`src/hdl/sbpd_pkg.sv`:
```
// Shared types and constants for the servo bus packet deframer.
// Depends on nothing; the parser, result register, top level and testbench import it.
`default_nettype none

package sbpd_pkg;

    localparam logic [7:0] MARKER  = 8'hFF;
    localparam logic [7:0] MIN_LEN = 8'd2;

    // One result transfer as it leaves the parser.
    typedef struct packed {
        logic [7:0] packet_id;
        logic [7:0] instruction;
        logic [7:0] payload_count;
        logic [7:0] data_byte;
        logic [7:0] byte_index;
        logic       last;
        logic       length_error;
    } result_t;

endpackage

`default_nettype wire

```
`src/hdl/sbpd_parser.sv`:
```
// Packet parse state machine: hunts for the marker, takes the header and body.
// Depends on sbpd_pkg for the marker constants and the result type.
`default_nettype none

module sbpd_parser (
    input  logic              clk,
    input  logic              rst_n,
    input  logic              fire,
    input  logic [7:0]        rx_byte,
    output logic              res_valid,
    output sbpd_pkg::result_t res
);
    import sbpd_pkg::*;

    typedef enum logic [1:0] {
        PH_HUNT   = 2'd0,
        PH_HEADER = 2'd1,
        PH_BODY   = 2'd2
    } phase_t;

    localparam logic [1:0] HDR_MARK = 2'd0;
    localparam logic [1:0] HDR_ID   = 2'd1;
    localparam logic [1:0] HDR_LEN  = 2'd2;

    phase_t     phase_reg, phase_next;
    logic [1:0] hdr_count_reg, hdr_count_next;
    logic       second_ok_reg, second_ok_next;
    logic [7:0] id_reg, id_next;
    logic [7:0] length_reg, length_next;
    logic [7:0] instr_reg, instr_next;
    logic [7:0] body_count_reg, body_count_next;
    logic [7:0] pcount;
    logic       body_done;

    assign pcount    = length_reg - MIN_LEN;
    // The checksum is the byte at which body_count + 1 reaches the length.
    assign body_done = ({1'b0, body_count_reg} + 9'd1) >= {1'b0, length_reg};

    always_comb
    begin
        phase_next      = phase_reg;
        hdr_count_next  = hdr_count_reg;
        second_ok_next  = second_ok_reg;
        id_next         = id_reg;
        length_next     = length_reg;
        instr_next      = instr_reg;
        body_count_next = body_count_reg;
        res_valid       = 1'b0;
        res             = '0;
        res.packet_id   = id_reg;

        if (fire)
        begin
            case (phase_reg)
                PH_HEADER:
                begin
                    case (hdr_count_reg)
                        HDR_MARK:
                        begin
                            second_ok_next = (rx_byte == MARKER);
                            hdr_count_next = HDR_ID;
                        end
                        HDR_ID:
                        begin
                            id_next        = rx_byte;
                            hdr_count_next = HDR_LEN;
                        end
                        default:
                        begin
                            length_next     = rx_byte;
                            hdr_count_next  = HDR_MARK;
                            body_count_next = '0;
                            if (!second_ok_reg)
                            begin
                                phase_next = PH_HUNT;
                            end
                            else if (rx_byte < MIN_LEN)
                            begin
                                phase_next       = PH_HUNT;
                                res_valid        = 1'b1;
                                res.last         = 1'b1;
                                res.length_error = 1'b1;
                            end
                            else
                            begin
                                phase_next = PH_BODY;
                            end
                        end
                    endcase
                end
                PH_BODY:
                begin
                    if (body_count_reg == 8'd0)
                    begin
                        instr_next      = rx_byte;
                        body_count_next = 8'd1;
                    end
                    else
                    begin
                        res_valid         = 1'b1;
                        res.instruction   = instr_reg;
                        res.payload_count = pcount;
                        res.data_byte     = rx_byte;
                        if (body_done)
                        begin
                            res.byte_index  = pcount;
                            res.last        = 1'b1;
                            phase_next      = PH_HUNT;
                            body_count_next = '0;
                        end
                        else
                        begin
                            res.byte_index  = body_count_reg - 8'd1;
                            body_count_next = body_count_reg + 8'd1;
                        end
                    end
                end
                default:
                begin
                    // Hunting; the unused phase code falls back here too.
                    phase_next = PH_HUNT;
                    if (rx_byte == MARKER)
                    begin
                        phase_next     = PH_HEADER;
                        hdr_count_next = HDR_MARK;
                        second_ok_next = 1'b0;
                    end
                end
            endcase
        end
    end

    always_ff @(posedge clk or negedge rst_n)
    begin
        if (!rst_n)
        begin
            phase_reg      <= PH_HUNT;
            hdr_count_reg  <= HDR_MARK;
            second_ok_reg  <= 1'b0;
            id_reg         <= '0;
            length_reg     <= '0;
            instr_reg      <= '0;
            body_count_reg <= '0;
        end
        else
        begin
            phase_reg      <= phase_next;
            hdr_count_reg  <= hdr_count_next;
            second_ok_reg  <= second_ok_next;
            id_reg         <= id_next;
            length_reg     <= length_next;
            instr_reg      <= instr_next;
            body_count_reg <= body_count_next;
        end
    end

endmodule

`default_nettype wire

```
`src/hdl/sbpd_out_reg.sv`:
```
// Result register that holds one transfer until the downstream side takes it.
// Depends on sbpd_pkg for the result type.
`default_nettype none

module sbpd_out_reg (
    input  logic              clk,
    input  logic              rst_n,
    input  logic              load,
    input  sbpd_pkg::result_t res,
    input  logic              out_stall,
    output logic              ready,
    output logic              out_valid,
    output sbpd_pkg::result_t out_res
);
    import sbpd_pkg::*;

    logic    valid_reg, valid_next;
    result_t res_reg;

    // The register may be refilled in the same cycle its content leaves.
    assign ready      = !valid_reg || !out_stall;
    assign valid_next = ready ? load : valid_reg;
    assign out_valid  = valid_reg;
    assign out_res    = res_reg;

    always_ff @(posedge clk or negedge rst_n)
    begin
        if (!rst_n)
        begin
            valid_reg <= 1'b0;
        end
        else
        begin
            valid_reg <= valid_next;
        end
    end

    always_ff @(posedge clk)
    begin
        if (ready && load)
        begin
            res_reg <= res;
        end
    end

endmodule

`default_nettype wire

```
`src/hdl/servo_bus_packet_deframer.sv`:
```
// Top level of the servo bus packet deframer: input register, parser, result register.
// Depends on sbpd_pkg, sbpd_parser and sbpd_out_reg.
//
//  channel  | handshake                      | payload
//  ---------+--------------------------------+------------------------------------------
//  input    | in_valid / in_stall            | rx_byte
//  output   | out_valid / out_stall          | packet_id, instruction, payload_count,
//           |                                | data_byte, byte_index, last, length_error
//
// One byte is taken per cycle when neither side stalls. A byte is held in the input
// register while the parser decides on it; its result, if any, is loaded into the
// result register when the byte moves on, and is offered from there until the
// downstream side takes it.
// A stall on the output holds the result register and, once the input register is
// also full, raises in_stall. Reset is asynchronous and active low and returns the
// parser to hunting for the first marker with both registers empty.
`default_nettype none

module servo_bus_packet_deframer (
    input  logic       clk,
    input  logic       rst_n,
    input  logic       in_valid,
    output logic       in_stall,
    input  logic [7:0] rx_byte,
    output logic       out_valid,
    input  logic       out_stall,
    output logic [7:0] packet_id,
    output logic [7:0] instruction,
    output logic [7:0] payload_count,
    output logic [7:0] data_byte,
    output logic [7:0] byte_index,
    output logic       last,
    output logic       length_error
);
    import sbpd_pkg::*;

    logic       in_v_reg;
    logic [7:0] byte_reg;
    logic       out_ready;
    logic       advance;
    logic       res_valid;
    result_t    res;
    result_t    out_res;

    // The byte in the input register moves on only when the result register
    // can take whatever it produces.
    assign advance  = in_v_reg && out_ready;
    assign in_stall = in_v_reg && !out_ready;

    always_ff @(posedge clk or negedge rst_n)
    begin
        if (!rst_n)
        begin
            in_v_reg <= 1'b0;
        end
        else if (!in_stall)
        begin
            in_v_reg <= in_valid;
        end
    end

    always_ff @(posedge clk)
    begin
        if (!in_stall && in_valid)
        begin
            byte_reg <= rx_byte;
        end
    end

    sbpd_parser u_parser (
        .clk       (clk),
        .rst_n     (rst_n),
        .fire      (advance),
        .rx_byte   (byte_reg),
        .res_valid (res_valid),
        .res       (res)
    );

    sbpd_out_reg u_out_reg (
        .clk       (clk),
        .rst_n     (rst_n),
        .load      (advance && res_valid),
        .res       (res),
        .out_stall (out_stall),
        .ready     (out_ready),
        .out_valid (out_valid),
        .out_res   (out_res)
    );

    assign packet_id     = out_res.packet_id;
    assign instruction   = out_res.instruction;
    assign payload_count = out_res.payload_count;
    assign data_byte     = out_res.data_byte;
    assign byte_index    = out_res.byte_index;
    assign last          = out_res.last;
    assign length_error  = out_res.length_error;

endmodule

`default_nettype wire

```
`config.mk`:
```
export PLATFORM = sky130hd
export DESIGN_NAME = servo_bus_packet_deframer
export DESIGN_NICKNAME = d
export VERILOG_FILES = /design/src/hdl/sbpd_pkg.sv /design/src/hdl/sbpd_parser.sv /design/src/hdl/sbpd_out_reg.sv /design/src/hdl/servo_bus_packet_deframer.sv
export SDC_FILE = /design/constraint.sdc
export NUM_CORES = 1
export LEC_CHECK = 0
export BUFFER_PORTS_ARGS = -buffer_cell sky130_fd_sc_hd__buf_2
export CAP_MARGIN = 20
export CORE_ASPECT_RATIO = 0.7
export CORE_UTILIZATION = 40
export DETAILED_ROUTE_END_ITERATION = 12
export SETUP_SLACK_MARGIN = 0.1
export SLEW_MARGIN = 20
export SYNTH_ARGS = -nofsm -noshare
export SYNTH_HDL_FRONTEND = slang
export SYNTH_SLANG_ARGS = --single-unit
export TNS_END_PERCENT = 100
```
`constraint.sdc`:
```
create_clock -name clk -period 8 [get_ports clk]
set_input_delay 1.6 -clock clk [delete_from_list [all_inputs] [get_ports clk]]
set_output_delay 1.6 -clock clk [all_outputs]
set_load 0.02 [all_outputs]
```
==> key figures, run 1 <==
Run status
  • Status: finished clean

Synth
  • Netlist Area Pre-Place: 0.00404 mm^2
  • Top-count cell post-synth: edfxtp_1
  • Post-Synth Adder-Cell Area: 0.0434
  • Compound-Gate Fraction of Synth Area: 0.0738
  • Post-synthesis mux area share: 0.0750
  • Top post-synthesis cells by count: 50 x edfxtp_1, 39 x dfrtp_1, 22 x mux2_2, 22 x nand2_1
  • YS warnings: 0
  • #FFs+latches synth: 89
  • Post-synth top area cell: edfxtp_1
  • Largest family of logic cells by synthesized area: simple AND/OR/NAND/NOR gates
  • Async S/R FF share, synth: 0.438
  • Post-synthesis area per instance: 13.0 um^2
  • Simple-Gate Fraction of Synth Area: 0.131
  • Number of synthesized flops with an enable pin: 50
  • Syn nets: 337
  • Top area cells in the synthesized netlist: edfxtp_1 37%, dfrtp_1 24%, mux2_2 6.1%
  • Sequential area share after synthesis: 0.614
  • Mapped Cells: 311
  • XOR/XNOR Fraction of Synth Area: 0.0304
  • Main synth FF type: edfxtp_1
  • Synth top area share: 0.372
  • Post-synth cell types: 45

Power and ir drop
  • Maximum VDD drop: 0.0000874 V
  • Pwr/cell area: 231 mW/mm^2
  • PnR Total Power: 0.00110 W
  • Leak Pwr: 1.99 nW

Layout
  • Ant diodes: 0
  • Finished Layout Cells: 501
  • Register area: 0.00248 mm^2
  • Max reg flops: 42
  • FILL cells: 903
  • Area of the multi-input gates: 0.00144 mm^2
  • Final-stage net count: 394
  • Area delta synth->final: 18.3%
  • Share of layout cells above drive strength 1: 0.282

Die
  • Starting Density: 0.414
  • Core Box Area: 0.00976 mm^2
  • Ports: 56
  • Die ar.: 0.0105 mm^2
  • Die Wd: 122 um
  • Row count: 30
  • Chip height: 86.1 um

GRT
  • Initial antenna violation count: 0
  • Total GRT Usage: 0.164
  • Pin count of the biggest net entering global routing: 40
  • Vias in the first global route: 2364
  • First-pass GRT wire length: 12700 um
  • Congestion Overflow GR: 0

Placed design
  • Post-DP HPWL: 5690 um
  • Placement Setup Slack: 3840 ps
  • Placed insts: 485
  • GPL Wtd Cong: 0.837
  • IO buf count: 55

Setup path
  • Cells along the critical path: ha_1 > and3_1 > nand3_1 > xnor2_1 > ha_1 > and3_1 > a221oi_1 > o21ai_1 > nor2_1 > mux2_2
  • Critical path endpoint category: flip-flop
  • Worst path bufs/invs: 0
  • Slowest CP cell: nor2_1
  • CP max FO: 12
  • Startpoint types: flip-flop
  • Slowest stage delay, CP: 880 ps
  • Cell family with most CP delay: simple AND/OR/NAND/NOR gates
  • Worst EP required: 8090 ps
  • CP arrival: 4040 ps
  • Crit Path Category: reg2reg

STA
  • Worst Tran Pin Value: 1050 ps
  • Fmax achieved: 253 MHz
  • Rel. slew slack: 0.295
  • Unrepaired setup endpoints after global routing: no
  • Fin Clk Skew: 7.95 ps
  • Final Hold Viols: 0
  • Fin worst setup slack: 4050 ps
  • Final Cycle Share: 0.493
  • Final Setup Violations: 0
  • Min Clock Period, post-route: 3950 ps
  • TNS Setup: 0 ps
  • Slew Limit Fails: 0

Clocking
  • H-tree Lvls: 3
  • Sink Count: 89
  • Clk root buf: clkbuf_16
  • Bufs on Longest Clock Path: 2
  • Postcts setup bufs: 0
  • Clk_lat worst skew: 340 ps
  • CTS resizes: 0
  • TritonCTS Buffers: 9
  • Hold-fix buffers at CTS: 0
  • Clock transition at path regs: 70 ps
  • CTS tree: done

Detailed routing
  • Vias: 2513
  • Drt via density: 5.02
  • Remaining antenna violation count after routing: 0
  • Drt pass-1 iters: 4
  • Final WL: 7870 um
  • Initial DRC count: 175
  • Drt drc: 0
  • Wirelength per Cell: 15.7 um

Job
  • Max Cap Viol: 0

Min path
  • Worst hold-check path type: reg2reg
-- layout by cell type, fill, tap and decap left out, types with 3 or more instances in the layout --
| cell type | instances |
|---|---|
| a21o_1 | 7 |
| a21oi_1 | 3 |
| a32o_1 | 6 |
| and2_1 | 19 |
| and3_1 | 7 |
| buf_2 | 55 |
| bufinv_16 | 3 |
| clkbuf_16 | 9 |
| dfrtp_1 | 39 |
| edfxtp_1 | 50 |
| ha_1 | 14 |
| inv_1 | 16 |
| mux2_2 | 22 |
| mux2_4 | 3 |
| nand2_1 | 22 |
| nand2b_1 | 6 |
| nand3_1 | 7 |
| nor2_1 | 19 |
| nor3_1 | 4 |
| o21ai_0 | 14 |
| xnor2_1 | 11 |
| xor2_1 | 3 |
-- cell families after synthesis --
kind of cell | after synthesis
mux | 26
compound gates | 43
buf+inv | 27
fa+ha+maj | 14
flops | 89
xor+xnor | 14
simple gates | 98
-- power by group --
group,internal [W],switching [W],leakage (nW),total [W]
combinational,0.0000339,0.0000377,0.936,0.0000716
sequential,0.000517,0.0000289,0.892,0.000546
clock,0.000308,0.000177,0.164,0.000486
total,0.000859,0.000244,1.99,0.00110
-- worst register-to-register path, cell delays in order (launching register included) --
cell,delay (ps)
dfrtp_1,530
ha_1,240
and3_1,230
nand3_1,110
xnor2_1,250
ha_1,300
and3_1,190
a221oi_1,270
o21ai_1,290
nor2_1,880
mux2_2,420
-- cell type report --
| cell class | instances | share of cell area |
|---|---|---|
| clock buffers | 9 | 0.0472 |
| multi-input cells | 195 | 0.301 |
| flip-flops and latches | 89 | 0.519 |
| clock inverters | 7 | 0.0262 |
| inverters | 16 | 0.0126 |
| well taps | 128 | 0.0335 |
| repair buffers | 57 | 0.0608 |
-- stage by stage --
stage | cell area, um^2 | hold WS, ps | util
finish | 4780 | 445 | 0.489
global route | 4780 | 460 | 0.489
CTS | 4780 | 448 | 0.489
detailed placement | 4430 | 433 | 0.453
global placement | 4430 | 429 | 0.453
floorplan | 4040 | 421 | -
-- final timing paths --
| check | start | to | slack (ps) | cells past startpoint |
|---|---|---|---|---|
| max in group asynchronous | rst_n | u_parser.instr_reg[7]$_DFFE_PN0P_ | 6040 | 1 |
| min | u_parser.id_reg[0]$_DFFE_PN0P_ | u_out_reg.out_res[34]$_DFFE_PP_ | 450 | 0 |
| max reg2reg | u_parser.body_count_reg[0]$_DFFE_PN0P_ | u_out_reg.out_res[2]$_SDFFCE_PP0P_ | 4050 | 10 |
| min reg2reg | u_parser.id_reg[0]$_DFFE_PN0P_ | u_out_reg.out_res[34]$_DFFE_PP_ | 450 | 0 |
| min in group asynchronous | rst_n | u_parser.body_count_reg[6]$_DFFE_PN0P_ | 1380 | 1 |
| max | u_parser.body_count_reg[0]$_DFFE_PN0P_ | u_out_reg.out_res[2]$_SDFFCE_PP0P_ | 4050 | 10 |
-- layer usage --
metal	vias to the layer above	GRT usage	part of all wire
li1	1219	-	-
met1	1226	0.261	0.54
met2	57	0.211	0.40
met3	11	0.0472	0.057
met4	0	0.0466	0.011
met5	-	0	0
(Power assumes the default switching activity.)
==> inputs of run 2 (changes only) <==
==> constraint.sdc (replaced) <==
create_clock -name clk -period 3.7 [get_ports clk]
set_input_delay 0.74 -clock clk [delete_from_list [all_inputs] [get_ports clk]]
set_output_delay 0.74 -clock clk [all_outputs]
set_load 0.02 [all_outputs]
==> run 2 against run 1 <==
Net effect:
- sequential cell count unchanged
- sequential share of layout area shrank 0.15 points
- global-route usage grew 0.27 points
- final cell count increased by 0.60%
- sequential power grew 120%
- final area rose by 0.29%
- critical path type unchanged
- largest power group unchanged
- maximum frequency grew 18%
- combinational power is 120% higher
==> key figures, run 2 (same netlist as run 1, synthesis figures left out) <==
Setup path
  • Critical path endpoint category: flip-flop (unchanged)
  • Startpoint types: flip-flop (unchanged)
  • Cells along the critical path: ha_1 > and3_1 > nand3_1 > xnor2_1 > ha_1 > and3_1 > a221oi_1 > o21ai_2 > nor2_1 > buf_4 > mux2_2 (was ha_1 > and3_1 > nand3_1 > xnor2_1 > ha_1 > and3_1 > a221oi_1 > o21ai_1 > nor2_1 > mux2_2)
  • Crit Path Category: reg2reg (unchanged)
  • Cell family with most CP delay: simple AND/OR/NAND/NOR gates (unchanged)
  • CP arrival: 3430 ps (was 4040 ps)
  • Slowest CP cell: dfrtp_1 (was nor2_1)
  • Slowest stage delay, CP: 520 ps (was 880 ps)
  • Worst path bufs/invs: 1 (was 0)
  • CP max FO: 12 (unchanged)
  • Worst EP required: 3790 ps (was 8090 ps)
  • R2r setup slk: 350 ps (was 4050 ps)

Clocking
  • Clk_lat worst skew: 340 ps (about the same)
  • CTS tree: done (unchanged)
  • Clk root buf: clkbuf_16 (unchanged)
  • TritonCTS Buffers: 9 (unchanged)
  • H-tree Lvls: 3 (unchanged)
  • Clock transition at path regs: 60 ps (was 70 ps)
  • CTS resizes: 0 (unchanged)
  • Sink Count: 89 (unchanged)
  • Postcts setup bufs: 0 (unchanged)
  • Bufs on Longest Clock Path: 2 (unchanged)
  • Hold-fix buffers at CTS: 0 (unchanged)

GRT
  • Congestion Overflow GR: 0 (unchanged)
  • Global route hottest layer: met1 (unchanged)
  • GRT met3 Usage: 0.0539 (was 0.0472)
  • Vias in the first global route: 2420 (was 2364)
  • Global-route met2 utilization: 0.227 (was 0.211)
  • Met1 GRT Util: 0.245 (was 0.261)
  • First-pass GRT wire length: 12800 um (was 12700 um)
  • Initial antenna violation count: 0 (unchanged)
  • Pin count of the biggest net entering global routing: 40 (unchanged)
  • Total GRT Usage: 0.166 (was 0.164)

Detailed routing
  • Drt pass-1 iters: 4 (unchanged)
  • Vias: 2569 (was 2513)
  • Final WL: 7880 um (was 7870 um)
  • Wirelength per Cell: 15.6 um (was 15.7 um)
  • Drt via density: 5.10 (was 5.02)
  • Remaining antenna violation count after routing: 0 (unchanged)
  • Drt drc: 0 (unchanged)
  • Initial DRC count: 150 (was 175)

Layout
  • Post-Route Utilization: 0.491 (was 0.489)
  • Ant diodes: 0 (unchanged)
  • Final-stage net count: 397 (was 394)
  • Commonest cells after routing, fill and taps aside: 55 x buf_2, 50 x edfxtp_1, 39 x dfrtp_1 (unchanged)
  • Finished Layout Cells: 504 (was 501)
  • Share of layout cells above drive strength 1: 0.290 (was 0.282)
  • Area delta synth->final: 18.6% (was 18.3%)
  • Most common cell after layout, fill and taps aside: buf_2 (unchanged)
  • Max reg flops: 42 (unchanged)

STA
  • Worst Tran Pin Value: 907 ps (was 1050 ps)
  • Rel. slew slack: 0.395 (was 0.295)
  • Final Hold Viols: 0 (unchanged)
  • Fin Clk Skew: 5.41 ps (was 7.95 ps)
  • Fmax achieved: 299 MHz (was 253 MHz)
  • Unrepaired setup endpoints after global routing: no (unchanged)
  • Final Cycle Share: 0.904 (was 0.493)
  • Min Clock Period, post-route: 3350 ps (was 3950 ps)
  • TNS Setup: 0 ps (unchanged)
  • Slew Limit Fails: 0 (unchanged)
  • WHS: 444 ps (was 445 ps)
  • Final Setup Violations: 0 (unchanged)

Placed design
  • IO buf count: 55 (unchanged)
  • GPL Wtd Cong: 0.871 (was 0.837)
  • Placed insts: 488 (was 485)
  • Post-DP HPWL: 5760 um (was 5690 um)

Power and ir drop
  • Pwr/cell area: 482 mW/mm^2 (was 231 mW/mm^2)
  • Switching power: 0.000522 W (was 0.000244 W)
  • Clock Power Share: 0.422 (was 0.440)
  • Maximum VDD drop: 0.000215 V (was 0.0000874 V)
  • Net Sw Frac: 0.226 (was 0.221)
  • Int Pwr: 0.00179 W (was 0.000859 W)
  • Seq pwr share: 0.510 (was 0.495)
  • Leak Pwr: 2.00 nW (was 1.99 nW)
  • Comb power frac: 0.067 (was 0.065)

Die
  • Die Wd: 122 um (unchanged)
  • Core Box Area: 0.00976 mm^2 (unchanged)
  • Die ar.: 0.0105 mm^2 (unchanged)
  • Ports: 56 (unchanged)
  • Chip height: 86.1 um (unchanged)
  • Row count: 30 (unchanged)
  • Starting Density: 0.414 (unchanged)

Job
  • Max Cap Viol: 0 (unchanged)

Min path
  • Worst hold-check path type: reg2reg (unchanged)

Run status
  • Status: finished clean (unchanged)
-- run 2: area by class of cell --
type	count	area (um^2)
Inverter	16	60.1
Multi-Input combinational cell	195	1440
Tap cell	128	160
Sequential cell	89	2480
Fill cell	899	4970
Timing Repair Buffer	60	325
Clock buffer	9	225
Clock inverter	7	100
-- run 2: power by group through the flow --
| stage | clock network, W | registers, W | logic [W] |
|---|---|---|---|
| detailed placement | 0 | 0.00120 | 0.000157 |
| global placement | 0 | 0.00120 | 0.000153 |
| finish | 0.000976 | 0.00118 | 0.000156 |
| CTS | 0.00100 | 0.00118 | 0.000158 |
| floorplan | 0 | 0.00118 | 0.000112 |
| global route | 0.00105 | 0.00119 | 0.000177 |
-- run 2: path summary, 6_finish.rpt --
check                                                             from                                endpoint  cells after the start
worst max-delay path            u_parser.body_count_reg[0]$_DFFE_PN0P_      u_out_reg.out_res[3]$_SDFFCE_PP0P_                     11
worst min-delay path                    u_parser.id_reg[6]$_DFFE_PN0P_         u_out_reg.out_res[40]$_DFFE_PP_                      0
worst max register to register  u_parser.body_count_reg[0]$_DFFE_PN0P_      u_out_reg.out_res[3]$_SDFFCE_PP0P_                     11
worst min register to register          u_parser.id_reg[6]$_DFFE_PN0P_         u_out_reg.out_res[40]$_DFFE_PP_                      0
max in group asynchronous                                        rst_n      u_parser.length_reg[1]$_DFFE_PN0P_                      1
min in group asynchronous                                        rst_n  u_parser.body_count_reg[1]$_DFFE_PN0P_                      1
-- run 2: routing by layer --
metal | up-vias | wire [um]
met1 | 1271 | 4050
met2 | 57 | 3330
li1 | 1234 | -
met3 | 7 | 421
met4 | 0 | 82
met5 | - | 0
-- run 2: stage by stage --
stage	total power, W	setup WS, ps	instance area [um^2]
detailed placement	0.00136	384	4460
floorplan	0.00129	348	4040
finish	0.00231	353	4790
CTS	0.00234	360	4790
global placement	0.00135	569	4460
global route	0.00241	130	4790
